[config.mk]
export PLATFORM = sky130hd
export DESIGN_NAME = block_buffer_cache_lru
export DESIGN_NICKNAME = d
export VERILOG_FILES = /design/src/rtl/bbc_pkg.sv /design/src/rtl/block_buffer_cache_lru.sv /design/src/rtl/bbc_ram.sv /design/src/rtl/bbc_front.sv /design/src/rtl/bbc_back.sv
export SDC_FILE = /design/constraint.sdc
export NUM_CORES = 2
export LEC_CHECK = 0
export BUFFER_PORTS_ARGS = -buffer_cell sky130_fd_sc_hd__buf_2
export CORE_ASPECT_RATIO = 2
export CORE_MARGIN = 2
export CORE_UTILIZATION = 30
export DETAILED_ROUTE_END_ITERATION = 8
export GPL_TIMING_DRIVEN = 0
export PLACE_DENSITY_LB_ADDON = 0.2
export SYNTH_ARGS = -nofsm -noshare
export SYNTH_HDL_FRONTEND = slang
export SYNTH_SLANG_ARGS = --single-unit
[constraint.sdc]
create_clock -name i_clk -period 6.6 [get_ports i_clk]
set_input_delay 0.66 -clock i_clk [delete_from_list [all_inputs] [get_ports i_clk]]
set_output_delay 0.66 -clock i_clk [all_outputs]
set_load 0.02 [all_outputs]
[src/rtl/bbc_pkg.sv]
// ----------------------------------------------------------------------------
// Block buffer cache package
// Shared types and codes for the front end, the back end and the top level.
// ----------------------------------------------------------------------------
package bbc_pkg;

    // Action codes as they arrive on the input channel.
    localparam logic [1:0] ACT_GET   = 2'd0;
    localparam logic [1:0] ACT_MARK  = 2'd1;
    localparam logic [1:0] ACT_FLUSH = 2'd2;

    // Decoded operation carried through the command queue.
    typedef enum logic [1:0] {
        OP_GET,
        OP_MARK,
        OP_FLUSH,
        OP_NOP
    } t_op;

    // Result kinds on the output channel.
    typedef enum logic [1:0] {
        KIND_WRITE = 2'd0,
        KIND_READ  = 2'd1,
        KIND_DONE  = 2'd2
    } t_kind;

    // One classified command as held in the queue.
    typedef struct packed {
        t_op         op;
        logic [31:0] block;
        logic [31:0] sector;
        logic [63:0] now;
    } t_cmd;

    // Width of one tag store entry: tag above last-use time.
    localparam int TAG_W   = 32;
    localparam int TIME_W  = 64;
    localparam int ENTRY_W = TAG_W + TIME_W;

endpackage

[src/rtl/block_buffer_cache_lru.sv]
// ----------------------------------------------------------------------------
// LRU write-back block buffer cache, tag and policy engine
// Looks up blocks, picks victims by least recent use, and issues the disk
// write-back and refill commands of the cache; also marks and flushes.
//
// Channel   Direction  Handshake                    Carries
// request   in         i_in_valid / o_in_ready      action, block number, time
// result    out        o_out_valid / i_out_ready    kind, sector, index, flags
// config    in         i_cfg_valid / o_cfg_ready    disk offset in sectors
//
// A get scans the tag store, which is read one entry a cycle, and then
// issues its result items in order. A flush walks every entry, writes back
// each dirty one and ends with its done item. Mark and undefined actions
// give only a done item.
// A two-entry queue lets requests be taken while the back end is busy.
// Reset is synchronous and active low; the tag store needs no clearing pass.
// ----------------------------------------------------------------------------
module block_buffer_cache_lru #(
    parameter int ENTRIES = 8,
    localparam int IDX_W  = (ENTRIES > 1) ? $clog2(ENTRIES) : 1
) (
    input  logic             i_clk,
    input  logic             i_rst_n,
    input  logic             i_in_valid,
    output logic             o_in_ready,
    input  logic [1:0]       i_action,
    input  logic [31:0]      i_block_number,
    input  logic [63:0]      i_now,
    output logic             o_out_valid,
    input  logic             i_out_ready,
    output logic [1:0]       o_kind,
    output logic [31:0]      o_sector,
    output logic [IDX_W-1:0] o_buffer_index,
    output logic             o_half,
    output logic             o_hit,
    output logic             o_last,
    input  logic             i_cfg_valid,
    output logic             o_cfg_ready,
    input  logic [31:0]      i_cfg_data
);

    logic [31:0]   r_disk_offset;
    logic          w_cmd_valid;
    logic          w_cmd_pop;
    bbc_pkg::t_cmd w_cmd;

    // Disk offset register; a write is always taken.
    assign o_cfg_ready = 1'b1;

    always_ff @(posedge i_clk) begin
        if (!i_rst_n) begin
            r_disk_offset <= '0;
        end else if (i_cfg_valid) begin
            r_disk_offset <= i_cfg_data;
        end
    end

    // Request decode and command queue.
    bbc_front u_front (
        .i_clk          (i_clk),
        .i_rst_n        (i_rst_n),
        .i_in_valid     (i_in_valid),
        .o_in_ready     (o_in_ready),
        .i_action       (i_action),
        .i_block_number (i_block_number),
        .i_now          (i_now),
        .i_disk_offset  (r_disk_offset),
        .o_cmd_valid    (w_cmd_valid),
        .o_cmd          (w_cmd),
        .i_cmd_pop      (w_cmd_pop)
    );

    // Tag store, policy and result sequencing.
    bbc_back #(
        .ENTRIES (ENTRIES)
    ) u_back (
        .i_clk          (i_clk),
        .i_rst_n        (i_rst_n),
        .i_disk_offset  (r_disk_offset),
        .i_cmd_valid    (w_cmd_valid),
        .i_cmd          (w_cmd),
        .o_cmd_pop      (w_cmd_pop),
        .o_out_valid    (o_out_valid),
        .i_out_ready    (i_out_ready),
        .o_kind         (o_kind),
        .o_sector       (o_sector),
        .o_buffer_index (o_buffer_index),
        .o_half         (o_half),
        .o_hit          (o_hit),
        .o_last         (o_last)
    );

endmodule

[src/rtl/bbc_ram.sv]
// ----------------------------------------------------------------------------
// Generic RAM
// One write port and one read port with registered read data.
// ----------------------------------------------------------------------------
module bbc_ram #(
    parameter int WIDTH = 8,
    parameter int DEPTH = 8,
    localparam int AW   = (DEPTH > 1) ? $clog2(DEPTH) : 1
) (
    input  logic             i_clk,
    input  logic             i_we,
    input  logic [AW-1:0]    i_waddr,
    input  logic [WIDTH-1:0] i_wdata,
    input  logic             i_re,
    input  logic [AW-1:0]    i_raddr,
    output logic [WIDTH-1:0] o_rdata
);

    logic [WIDTH-1:0] r_mem [DEPTH];
    logic [WIDTH-1:0] r_rdata;

    // Write port.
    always_ff @(posedge i_clk) begin
        if (i_we) begin
            r_mem[i_waddr] <= i_wdata;
        end
    end

    // Read port; the data holds until the next read.
    always_ff @(posedge i_clk) begin
        if (i_re) begin
            r_rdata <= r_mem[i_raddr];
        end
    end

    assign o_rdata = r_rdata;

endmodule

[src/rtl/bbc_front.sv]
// ----------------------------------------------------------------------------
// Block buffer cache front end
// Accepts requests, decodes the action, works out the first sector of the
// requested block and queues the command for the back end.
// ----------------------------------------------------------------------------
module bbc_front (
    input  logic          i_clk,
    input  logic          i_rst_n,
    input  logic          i_in_valid,
    output logic          o_in_ready,
    input  logic [1:0]    i_action,
    input  logic [31:0]   i_block_number,
    input  logic [63:0]   i_now,
    input  logic [31:0]   i_disk_offset,
    output logic          o_cmd_valid,
    output bbc_pkg::t_cmd o_cmd,
    input  logic          i_cmd_pop
);

    localparam int QDEPTH = 2;
    localparam int QPW    = $clog2(QDEPTH);
    localparam int QCW    = $clog2(QDEPTH + 1);

    bbc_pkg::t_cmd  w_cmd;
    bbc_pkg::t_cmd  r_q [QDEPTH];
    logic [QPW-1:0] r_wp;
    logic [QPW-1:0] r_rp;
    logic [QCW-1:0] r_cnt;
    logic           w_push;

    // Classify the request and form the sector of its first half.
    always_comb begin
        w_cmd.block  = i_block_number;
        w_cmd.now    = i_now;
        w_cmd.sector = i_disk_offset + {i_block_number[30:0], 1'b0};
        unique case (i_action)
            bbc_pkg::ACT_GET:   w_cmd.op = bbc_pkg::OP_GET;
            bbc_pkg::ACT_MARK:  w_cmd.op = bbc_pkg::OP_MARK;
            bbc_pkg::ACT_FLUSH: w_cmd.op = bbc_pkg::OP_FLUSH;
            default:            w_cmd.op = bbc_pkg::OP_NOP;
        endcase
    end

    assign o_in_ready  = (r_cnt != QCW'(QDEPTH));
    assign w_push      = i_in_valid && o_in_ready;
    assign o_cmd_valid = (r_cnt != '0);
    assign o_cmd       = r_q[r_rp];

    // Queue storage.
    always_ff @(posedge i_clk) begin
        if (w_push) begin
            r_q[r_wp] <= w_cmd;
        end
    end

    // Queue pointers and fill count.
    always_ff @(posedge i_clk) begin
        if (!i_rst_n) begin
            r_wp  <= '0;
            r_rp  <= '0;
            r_cnt <= '0;
        end else begin
            if (w_push) begin
                r_wp <= r_wp + 1'b1;
            end
            if (i_cmd_pop) begin
                r_rp <= r_rp + 1'b1;
            end
            if (w_push && !i_cmd_pop) begin
                r_cnt <= r_cnt + 1'b1;
            end else if (!w_push && i_cmd_pop) begin
                r_cnt <= r_cnt - 1'b1;
            end
        end
    end

endmodule

[src/rtl/bbc_back.sv]
// ----------------------------------------------------------------------------
// Block buffer cache back end
// Carries out queued commands against the tag store: lookup and victim scan,
// write-back, refill, mark dirty and flush, and issues the result items.
// ----------------------------------------------------------------------------
module bbc_back #(
    parameter int ENTRIES = 8,
    localparam int IDX_W  = (ENTRIES > 1) ? $clog2(ENTRIES) : 1
) (
    input  logic             i_clk,
    input  logic             i_rst_n,
    input  logic [31:0]      i_disk_offset,
    input  logic             i_cmd_valid,
    input  bbc_pkg::t_cmd    i_cmd,
    output logic             o_cmd_pop,
    output logic             o_out_valid,
    input  logic             i_out_ready,
    output logic [1:0]       o_kind,
    output logic [31:0]      o_sector,
    output logic [IDX_W-1:0] o_buffer_index,
    output logic             o_half,
    output logic             o_hit,
    output logic             o_last
);

    localparam logic [IDX_W-1:0] LAST_IDX = IDX_W'(ENTRIES - 1);

    typedef enum logic [3:0] {
        S_IDLE,
        S_SCAN,
        S_SCAN_END,
        S_DECIDE,
        S_FL_CHK,
        S_FL_TAG,
        S_WR0,
        S_WR1,
        S_RD0,
        S_RD1,
        S_DONE
    } t_state;

    t_state                          r_state;
    bbc_pkg::t_cmd                   r_cmd;
    logic [IDX_W-1:0]                r_scan;
    logic                            r_rd_pend;
    logic [IDX_W-1:0]                r_rd_idx;
    logic                            r_hit_found;
    logic [IDX_W-1:0]                r_hit_idx;
    logic                            r_inv_found;
    logic [IDX_W-1:0]                r_inv_idx;
    logic [bbc_pkg::TIME_W-1:0]      r_best;
    logic [IDX_W-1:0]                r_best_idx;
    logic [bbc_pkg::TAG_W-1:0]       r_best_tag;
    logic [ENTRIES-1:0]              r_valid;
    logic [ENTRIES-1:0]              r_dirty;
    logic [IDX_W-1:0]                r_recent;
    logic [IDX_W-1:0]                r_idx;
    logic                            r_hit;
    logic [31:0]                     r_sec;
    logic                            r_out_vld;
    bbc_pkg::t_kind                  r_out_kind;
    logic [31:0]                     r_out_sec;
    logic [IDX_W-1:0]                r_out_idx;
    logic                            r_out_half;
    logic                            r_out_hit;
    logic                            r_out_last;

    logic                            w_free;
    logic                            w_emit;
    logic                            w_ram_we;
    logic [IDX_W-1:0]                w_ram_waddr;
    logic                            w_ram_re;
    logic [IDX_W-1:0]                w_ram_raddr;
    logic [bbc_pkg::ENTRY_W-1:0]     w_ram_rdata;
    logic [bbc_pkg::TAG_W-1:0]       w_rd_tag;
    logic [bbc_pkg::TIME_W-1:0]      w_rd_time;
    logic                            w_rd_vld;
    logic [IDX_W-1:0]                w_victim;

    // Tag and last-use time of every entry.
    bbc_ram #(
        .WIDTH (bbc_pkg::ENTRY_W),
        .DEPTH (ENTRIES)
    ) u_tags (
        .i_clk   (i_clk),
        .i_we    (w_ram_we),
        .i_waddr (w_ram_waddr),
        .i_wdata ({r_cmd.block, r_cmd.now}),
        .i_re    (w_ram_re),
        .i_raddr (w_ram_raddr),
        .o_rdata (w_ram_rdata)
    );

    assign w_rd_tag  = w_ram_rdata[bbc_pkg::ENTRY_W-1:bbc_pkg::TIME_W];
    assign w_rd_time = w_ram_rdata[bbc_pkg::TIME_W-1:0];
    assign w_rd_vld  = r_valid[r_rd_idx];
    assign w_victim  = r_inv_found ? r_inv_idx : r_best_idx;

    // The output register can take a new item this cycle.
    assign w_free    = !r_out_vld || i_out_ready;
    assign o_cmd_pop = (r_state == S_IDLE) && i_cmd_valid;

    // A result state loads the output register when it is free.
    assign w_emit = w_free && ((r_state == S_WR0) || (r_state == S_WR1) ||
                               (r_state == S_RD0) || (r_state == S_RD1) ||
                               (r_state == S_DONE));

    // Tag store access: reads during the scan and the flush walk, one write
    // when a get is resolved.
    always_comb begin
        w_ram_re    = 1'b0;
        w_ram_raddr = r_scan;
        w_ram_we    = 1'b0;
        w_ram_waddr = r_hit_found ? r_hit_idx : w_victim;
        unique case (r_state)
            S_SCAN:   w_ram_re = 1'b1;
            S_FL_CHK: w_ram_re = r_valid[r_scan] && r_dirty[r_scan];
            S_DECIDE: w_ram_we = 1'b1;
            default:  w_ram_re = 1'b0;
        endcase
    end

    // Sequencer with its state, tracking registers and output register.
    always_ff @(posedge i_clk) begin
        if (!i_rst_n) begin
            r_state     <= S_IDLE;
            r_rd_pend   <= 1'b0;
            r_hit_found <= 1'b0;
            r_inv_found <= 1'b0;
            r_valid     <= '0;
            r_dirty     <= '0;
            r_recent    <= '0;
            r_out_vld   <= 1'b0;
        end else begin
            // Output register fills on a new item and drains when taken.
            if (w_emit) begin
                r_out_vld <= 1'b1;
            end else if (i_out_ready) begin
                r_out_vld <= 1'b0;
            end

            // Compare one tag store entry per cycle while scanning. Entry zero
            // always seeds the candidate, so its tag is known when it is the
            // victim by default.
            r_rd_pend <= (r_state == S_SCAN);
            r_rd_idx  <= r_scan;
            if (r_rd_pend) begin
                if (!r_hit_found && w_rd_vld && (w_rd_tag == r_cmd.block)) begin
                    r_hit_found <= 1'b1;
                    r_hit_idx   <= r_rd_idx;
                end
                if (!r_inv_found) begin
                    if (!w_rd_vld) begin
                        r_inv_found <= 1'b1;
                        r_inv_idx   <= r_rd_idx;
                    end else if ((w_rd_time < r_best) || (r_rd_idx == '0)) begin
                        r_best      <= w_rd_time;
                        r_best_idx  <= r_rd_idx;
                        r_best_tag  <= w_rd_tag;
                    end
                end
            end

            unique case (r_state)
                S_IDLE: begin
                    if (i_cmd_valid) begin
                        r_cmd <= i_cmd;
                        r_hit <= 1'b0;
                        r_scan <= '0;
                        unique case (i_cmd.op)
                            bbc_pkg::OP_GET: begin
                                r_hit_found <= 1'b0;
                                r_inv_found <= 1'b0;
                                r_best      <= '1;
                                r_best_idx  <= '0;
                                r_state     <= S_SCAN;
                            end
                            bbc_pkg::OP_MARK: begin
                                if (r_valid[r_recent]) begin
                                    r_dirty[r_recent] <= 1'b1;
                                end
                                r_idx   <= r_recent;
                                r_state <= S_DONE;
                            end
                            bbc_pkg::OP_FLUSH: begin
                                r_state <= S_FL_CHK;
                            end
                            bbc_pkg::OP_NOP: begin
                                r_idx   <= '0;
                                r_state <= S_DONE;
                            end
                        endcase
                    end
                end
                S_SCAN: begin
                    if (r_scan == LAST_IDX) begin
                        r_state <= S_SCAN_END;
                    end else begin
                        r_scan <= r_scan + 1'b1;
                    end
                end
                S_SCAN_END: begin
                    r_state <= S_DECIDE;
                end
                S_DECIDE: begin
                    if (r_hit_found) begin
                        r_recent <= r_hit_idx;
                        r_idx    <= r_hit_idx;
                        r_hit    <= 1'b1;
                        r_state  <= S_DONE;
                    end else begin
                        r_valid[w_victim] <= 1'b1;
                        r_dirty[w_victim] <= 1'b0;
                        r_recent <= w_victim;
                        r_idx    <= w_victim;
                        r_sec    <= i_disk_offset + {r_best_tag[30:0], 1'b0};
                        if (!r_inv_found && r_dirty[w_victim]) begin
                            r_state <= S_WR0;
                        end else begin
                            r_state <= S_RD0;
                        end
                    end
                end
                S_FL_CHK: begin
                    if (r_valid[r_scan] && r_dirty[r_scan]) begin
                        r_idx   <= r_scan;
                        r_state <= S_FL_TAG;
                    end else if (r_scan == LAST_IDX) begin
                        r_idx   <= '0;
                        r_state <= S_DONE;
                    end else begin
                        r_scan <= r_scan + 1'b1;
                    end
                end
                S_FL_TAG: begin
                    r_sec   <= i_disk_offset + {w_rd_tag[30:0], 1'b0};
                    r_state <= S_WR0;
                end
                S_WR0: begin
                    if (w_free) begin
                        r_out_kind <= bbc_pkg::KIND_WRITE;
                        r_out_sec  <= r_sec;
                        r_out_idx  <= r_idx;
                        r_out_half <= 1'b0;
                        r_out_hit  <= 1'b0;
                        r_out_last <= 1'b0;
                        r_sec      <= r_sec + 1'b1;
                        r_state    <= S_WR1;
                    end
                end
                S_WR1: begin
                    if (w_free) begin
                        r_out_kind <= bbc_pkg::KIND_WRITE;
                        r_out_sec  <= r_sec;
                        r_out_idx  <= r_idx;
                        r_out_half <= 1'b1;
                        r_out_hit  <= 1'b0;
                        r_out_last <= 1'b0;
                        if (r_cmd.op == bbc_pkg::OP_FLUSH) begin
                            // The refill of a get clears its own dirty mark.
                            r_dirty[r_idx] <= 1'b0;
                            if (r_scan == LAST_IDX) begin
                                r_idx   <= '0;
                                r_state <= S_DONE;
                            end else begin
                                r_scan  <= r_scan + 1'b1;
                                r_state <= S_FL_CHK;
                            end
                        end else begin
                            r_state <= S_RD0;
                        end
                    end
                end
                S_RD0: begin
                    if (w_free) begin
                        r_out_kind <= bbc_pkg::KIND_READ;
                        r_out_sec  <= r_cmd.sector;
                        r_out_idx  <= r_idx;
                        r_out_half <= 1'b0;
                        r_out_hit  <= 1'b0;
                        r_out_last <= 1'b0;
                        r_state    <= S_RD1;
                    end
                end
                S_RD1: begin
                    if (w_free) begin
                        r_out_kind <= bbc_pkg::KIND_READ;
                        r_out_sec  <= r_cmd.sector + 1'b1;
                        r_out_idx  <= r_idx;
                        r_out_half <= 1'b1;
                        r_out_hit  <= 1'b0;
                        r_out_last <= 1'b0;
                        r_state    <= S_DONE;
                    end
                end
                S_DONE: begin
                    if (w_free) begin
                        r_out_kind <= bbc_pkg::KIND_DONE;
                        r_out_sec  <= '0;
                        r_out_idx  <= r_idx;
                        r_out_half <= 1'b0;
                        r_out_hit  <= r_hit;
                        r_out_last <= 1'b1;
                        r_state    <= S_IDLE;
                    end
                end
                default: begin
                    r_state <= S_IDLE;
                end
            endcase
        end
    end

    assign o_out_valid    = r_out_vld;
    assign o_kind         = r_out_kind;
    assign o_sector       = r_out_sec;
    assign o_buffer_index = r_out_idx;
    assign o_half         = r_out_half;
    assign o_hit          = r_out_hit;
    assign o_last         = r_out_last;

endmodule

# Yosys cells after proc, flatten, opt, wreduce, memory -nomap -nowiden
# Memories as Yosys holds them, arrays and structs flattened. A register that Yosys moved wholly into a read port is not among the register bits.
# Cells that the tools add are included.
word_totals:
  ff_bits: 379
  latchBits: 0
  ramBits: 1028
  rom_bits: 0
  out_inout_bits: 43
  wordCells: 275
  mem_count: 2
memory_table:
  columns: ["name", "depth", "word_bits", "rd", "rd_clocked_by_memory_dff", "wr", "line", "rtl"]
  rows:
  - ["u_back.u_tags.r_mem", 8, 96, 1, 1, 1, "bbc_ram.sv:19", "logic [WIDTH-1:0] r_mem [DEPTH];"]
  - ["u_front.r_q", 2, 130, 1, 1, 1, "bbc_front.sv:25", "bbc_pkg::t_cmd r_q [QDEPTH];"]
op_classes:
  add_sub_neg: 10
  n_mul: 0
  div_mod_pow: 0
  order_cmp: 9
  n_eq_ne: 39
  shifts: 0
  mux: 112
  n_bitwise: 9
  n_reduce_logical: 62
op_table:
  columns: ["cell", "n"]
  rows:
  - ["two-way mux 64 bit", 7]
  - ["two-way mux 32 bit", 6]
  - ["case mux 32 bit (4 select lines)", 1]
  - ["adder 32 bit", 3]
  - ["case mux 32 bit (3 select lines)", 1]
  - ["adder 32 x 1 -> 32 bit (second input constant)", 2]
  - ["less-than comparator 64 bit", 1]
  - ["two-way mux 3 bit", 19]
  - ["two-way mux 4 bit", 13]
  - ["two-way mux 8 bit", 6]
  - ["case mux 4 bit (11 select lines)", 1]
  - ["two-way mux 1 bit", 33]
  - ["equality test 32 bit", 1]
  - ["inequality test 2 x 1 -> 1 bit (second input constant)", 12]
  - ["case mux 3 bit (4 select lines)", 2]
  - ["case mux 8 bit (3 select lines)", 1]
  - ["less-than comparator 3 x 4 -> 1 bit (second input constant)", 5]
  - ["AND reduction 4 bit", 5]
  - ["AND reduction 6 bit", 3]
  - ["bitwise AND 8 bit", 2]
  - ["equality test 4 x 3 -> 1 bit (second input constant)", 4]
  - ["inverter 8 bit", 2]
  - ["bitwise OR 8 bit", 2]
  - ["binary-select mux 1 bit (select 3 bit)", 5]
  - ["39 further kinds", 104]

# Logic depth before layout (Yosys ltp)
logic_depth:
  ltp_word: 9
  ltp_mapped: 15
  depth_no_buf: 13

# Hierarchy
# From an unflattened synthesis, not the netlist that was laid out.
unflattened:
  cells_unflattened: 3618
  hier_area_um2: 62663.8
modules_own_cells:
  columns: ["mod", "instances", "cells_per_inst", "area_each_um2"]
  rows:
  - ["bbc_ram", 1, 1219, 31766.7]
  - ["bbc_back", 1, 1621, 18362.6]
  - ["bbc_front", 1, 673, 11279.6]
  - ["block_buffer_cache_lru", 1, 105, 1255.0]

# Least setup slack after synthesis
# No wires, ideal clock.
synth_timing:
  path_type: "register to register"
  startpoint: "register u_back.r_state[3]"
  endpoint: "register u_back.r_cmd[0] (netlist bit) (enable)"
  setup_ns: 0.621
  t_arrival_ns: 6.510
  t_required_ns: 5.979
  setup_slack_ns: -0.532
  path_stages_with_launch: 5
  n_path_buf: 1
  synth_period_minus_slack_ns: 7.132
  path_cell_list: "dfxtp_1 > clkbuf_1 > nor4_4 > o21ai_1 > nor2_1"
synth_via:
  elab_chain_cells: 2
synth_lines:
  columns: ["element", "line", "rtl"]
  rows:
  - ["from (decl)", "bbc_back.sv:42", "t_state r_state;"]
  - ["from (signal assigned)", "bbc_back.sv:126", "r_state <= S_IDLE;"]
  - ["from (signal assigned)", "bbc_back.sv:176", "r_state <= S_SCAN;"]
  - ["from (signal assigned)", "bbc_back.sv:183", "r_state <= S_DONE;"]
  - ["logical NOT 4 bit", "bbc_back.sv:164", "unique case (r_state)"]
  - ["AND reduction 3 bit (no source line)", null, null]
  - ["to (signal assigned)", "bbc_back.sv:167", "r_cmd <= i_cmd;"]
  - ["to (decl)", "bbc_back.sv:43", "bbc_pkg::t_cmd r_cmd;"]
# No other way between the ends.
# A chain may end at the register's enable or synchronous reset.

# Worst setup path after layout
layout_timing:
  startpoint: "register u_back.r_state[2]"
  endpoint: "register u_back.r_sec[30], data pin"
layout_via:
  elab_chain_cells: 2
  elab_cells_between_ends: 4
  classes_between: "3 x eq/ne; 1 x mux"
layout_lines:
  columns: ["element", "line", "rtl"]
  rows:
  - ["equality test 4 x 3 -> 1 bit / equality test 4 x 2 -> 1 bit (equally long branches)", "bbc_back.sv:164", null]
  - ["case mux 32 bit (3 select lines) *", "bbc_back.sv:164", null]
  - ["to (signal assigned)", "bbc_back.sv:216", "r_sec <= i_disk_offset + {r_best_tag[30:0], 1'b0};"]
  - ["to (signal assigned)", "bbc_back.sv:236", "r_sec <= i_disk_offset + {w_rd_tag[30:0], 1'b0};"]
  - ["to (signal assigned)", "bbc_back.sv:247", "r_sec <= r_sec + 1'b1;"]
  - ["to (decl)", "bbc_back.sv:59", "logic [31:0] r_sec;"]
# Every way passes the cells marked *; elsewhere a longest branch is shown, timed or not.

==> impl_results.md <==
- Fmax: 0.1732 GHz
- Largest family of logic cells by synthesized area: multiplexers
- Final #Nets: 4321
- Starting Density: 30.20%
- Vias per cell: 4.903
- Met2 Wirelength: 100600 um
- Yosys warns: 0
- Drt total wl: 178200 um
- Largest net degree at the start of global routing: 48
- Maxcap violations: 0
- Placed Instance Area: 68190 um^2
- Clock share of power: 31.6%
- Pwr/cell area: 375.9 nW/um^2
- Commonest non-fill, non-tap cells in the layout: edfxtp_1, mux2_2, nor2_1
- Global-route wire length before repair: 257600 um
- Routed length on met1: 63250 um
- Top-area cell type share of the netlist area: 69.26%
- Lkg Pwr: 0.02397 uW
- Syn avg cell area: 17.05 um^2
- Post-DP HPWL: 126300 um
- Post-Synth Adder-Cell Area: 2.609%
- Total Routing Usage GR: 16.68%
- Compound-Gate Fraction of Synth Area: 4.124%
- Initial antenna violation count: 18
- DRC viols: 0
- CP Launch Type: flop
- CTS Buf Count: 151
- Most common cell after layout, fill and taps aside: edfxtp_1
- Synth Area in XOR/XNOR: 1.754%
- Register area share after synthesis: 71.31%
- Status: complete, no violations
- Synthesized area: 62430 um^2
- Worst slew pin tran: 1.304 ns
- Die W: 326.6 um
- Clock sink total: 1504
- Max-slew violations: 0
- Routed length per instance: 25.82 um
- Post-cts sizing count: 0
- Rows: 236
- Post-route ant nets: 0
- Clock slew at reported path FFs: 0.07 ns
- Cell taking the most area after synthesis: edfxtp_1
- Die Ht: 649.1 um
- Top FF cell, synth: edfxtp_1
- Post-synthesis mux area share: 13.49%
- Largest cells by area after synthesis: edfxtp_1, mux4_2, mux2_2
- Share of cells above drive strength 1: 23.18%
- Fin crit share: 87.47%
- Final hold vios: 0
- Total negative setup slack: 0 ns
- FF+latch count, synth: 1504
- Sw Pwr: 8115 uW
- Synth-to-Final Area Change: 16.98%
- Clk_lat worst skew: 0.80 ns
- Distinct cells, synth: 81
- Core ar.: 206700 um^2
- Endpoint class of the critical path: flop
- Area share of and/or/nand/nor cells after synthesis: 5.072%
- Int Power: 19340 uW
- Top sig layer: met5
- Vias in the first global route: 36.84k
- Routed vias: 33.85k
- Max clock buf depth: 4
- Crit Path Category: flop to flop
- Syn nets: 3926
- Total Die Area: 212000 um^2
- Critical Path Fanout Max: 10
- Critical Path RT: 7.09 ns
- Post-Syn Instances: 3662
- H-Tree Level Count: 4
- IO Count: 178
- CTS tree: yes
- Async SR Flop Fraction: 0%
- Port bufs: 173
- Root cell of the clock tree: clkbuf_16
- Post-Layout Inst Area: 73040 um^2
- Worst EP arrival: 6.26 ns
- Relative slew slack: 13.09%
- Sw Ratio: 29.56%
- Seq pwr share: 45.9%
- Worst Hold Class: input pin to flop
- Crit path time final: 5.773 ns
- Initial DRC Count: 2120
- Combinational Power Share: 22.5%
- RSZ-0062 raised after global routing: false
- Worst Skew: 0.05482 ns
- Post-synth EDFFs: 1440
- DR pass1 iterations: 5
- Total grt overflow: 0
- Fill count: 19.90k
- Met3 wire length: 5233 um
- Final Setup Violations: 0
- GPL Wtd Cong: 0.9563
- Peak supply drop: 193.4 uV
[cell type report]
type	count	area [um^2]	share of cell area [%]
clock inverters	82	870.8	1.192
multi-input cells	1903	17030	23.31
well taps	2737	3425	4.689
plain buffers	153	636.9	0.8720
repair buffers	242	2205	3.019
inverters	102	382.9	0.5242
diodes	3	7.507	0.01028
clock buffers	177	3960	5.422
flip-flops and latches	1504	44520	60.96
[state kept, by name, indices dropped and copies added, names as in the netlist, 2 cells and up, named ones only]
signal                 flops
r_disk_offset             32
u_back.o_buffer_index      3
u_back.o_kind              2
u_back.o_sector           32
u_back.r_best             64
u_back.r_best_idx          3
u_back.r_best_tag         31
u_back.r_cmd             130
u_back.r_dirty             8
u_back.r_hit_idx           3
u_back.r_idx               3
u_back.r_inv_idx           3
u_back.r_rd_idx            3
u_back.r_recent            3
u_back.r_scan              3
u_back.r_sec              32
u_back.r_state             4
u_back.r_valid             8
u_back.u_tags.o_rdata     96
u_back.u_tags.r_mem      768
u_front.r_cnt              2
u_front.r_q              260
[metrics by stage]
stage	utilization (%)	worst slack, ns	hold slack [ns]	cells	total power, uW
after detailed placement	32.99	0.7827	0.4750	6640	19160
after global routing	35.33	0.5542	0.02686	6901	28630
after global placement	32.28	-5.929	0.4725	6572	19140
after CTS	35.33	0.7575	0.007661	6900	27930
final	35.33	0.8271	0.05845	6903	27450
after floorplan	-	0.2956	0.4244	3662	16470
[power by group through the flow]
stage | clock (uW) | combinational [uW] | sequential, uW
5_1_grt | 9230 | 6690 | 12700
6_report | 8670 | 6170 | 12600
3_3_place_gp | 0 | 6080 | 13100
2_1_floorplan | 0 | 3820 | 12600
4_1_cts | 8920 | 6390 | 12600
3_5_place_dp | 0 | 6340 | 12800
[repair_timing]
action	in CTS	in global routing
setup endpoints to repair	0	0
hold endpoints to repair	2	0
setup buffers	0	0
hold buffers	1	0
[final timing paths]
check        slack, ns                       end               from  cells after the start
max reg2reg       0.83          u_back.r_sec[30]  u_back.r_state[2]                     15
min               0.06        u_front.r_q[0][61]          i_now[61]                      1
min reg2reg       0.49  u_back.o_buffer_index[2]    u_back.r_idx[2]                      0
max               0.83          u_back.r_sec[30]  u_back.r_state[2]                     15
[per-layer routing]
metal,vias to the layer above,GRT usage (%)
met1,17580,17.20
met3,361,1.905
met5,-,0
li1,15150,-
met4,6,7.931
met2,750,32.79
[synthesized netlist by cell type, drive strengths merged, types with 9 or more instances]
library cell	count
mux2	261
nand2b	16
a21o	25
nor4	18
and3	26
buf	37
nor3	39
a21oi	124
edfxtp	1440
inv	100
dfxtp	64
a31oi	12
nor2b	13
mux2i	107
o21a	13
clkbuf	116
a32oi	15
o211ai	14
o31ai	12
nor2	264
o21ai	99
xor2	67
nand2	167
and4	10
ha	127
o21bai	9
mux4	196
nand3	48
a211oi	19
or2	10
nand4	30
xnor2	58
[logic make-up after synthesis]
group	Yosys count
xor+xnor	125
simple gates	680
buf+inv	255
flops	1504
mux	564
other cells	1
compound gates	404
fa+ha+maj	129
[critical path, stage by stage, from the launching register on]
cell and delay [ns]:
dfxtp_1 0.31, clkbuf_1 0.41, nor4b_2 0.61, clkbuf_1 0.70, mux2_2 0.42, ha_1 0.26, buf_2 0.16, a21oi_1 0.18
o21ai_0 0.20, o21bai_1 0.68, a2111oi_1 0.19, buf_2 0.22, o31ai_1 0.46, o21ai_0 0.21, xnor2_1 0.31, o21ai_0 0.13
Note: power is estimated with default switching activity, not from simulation.
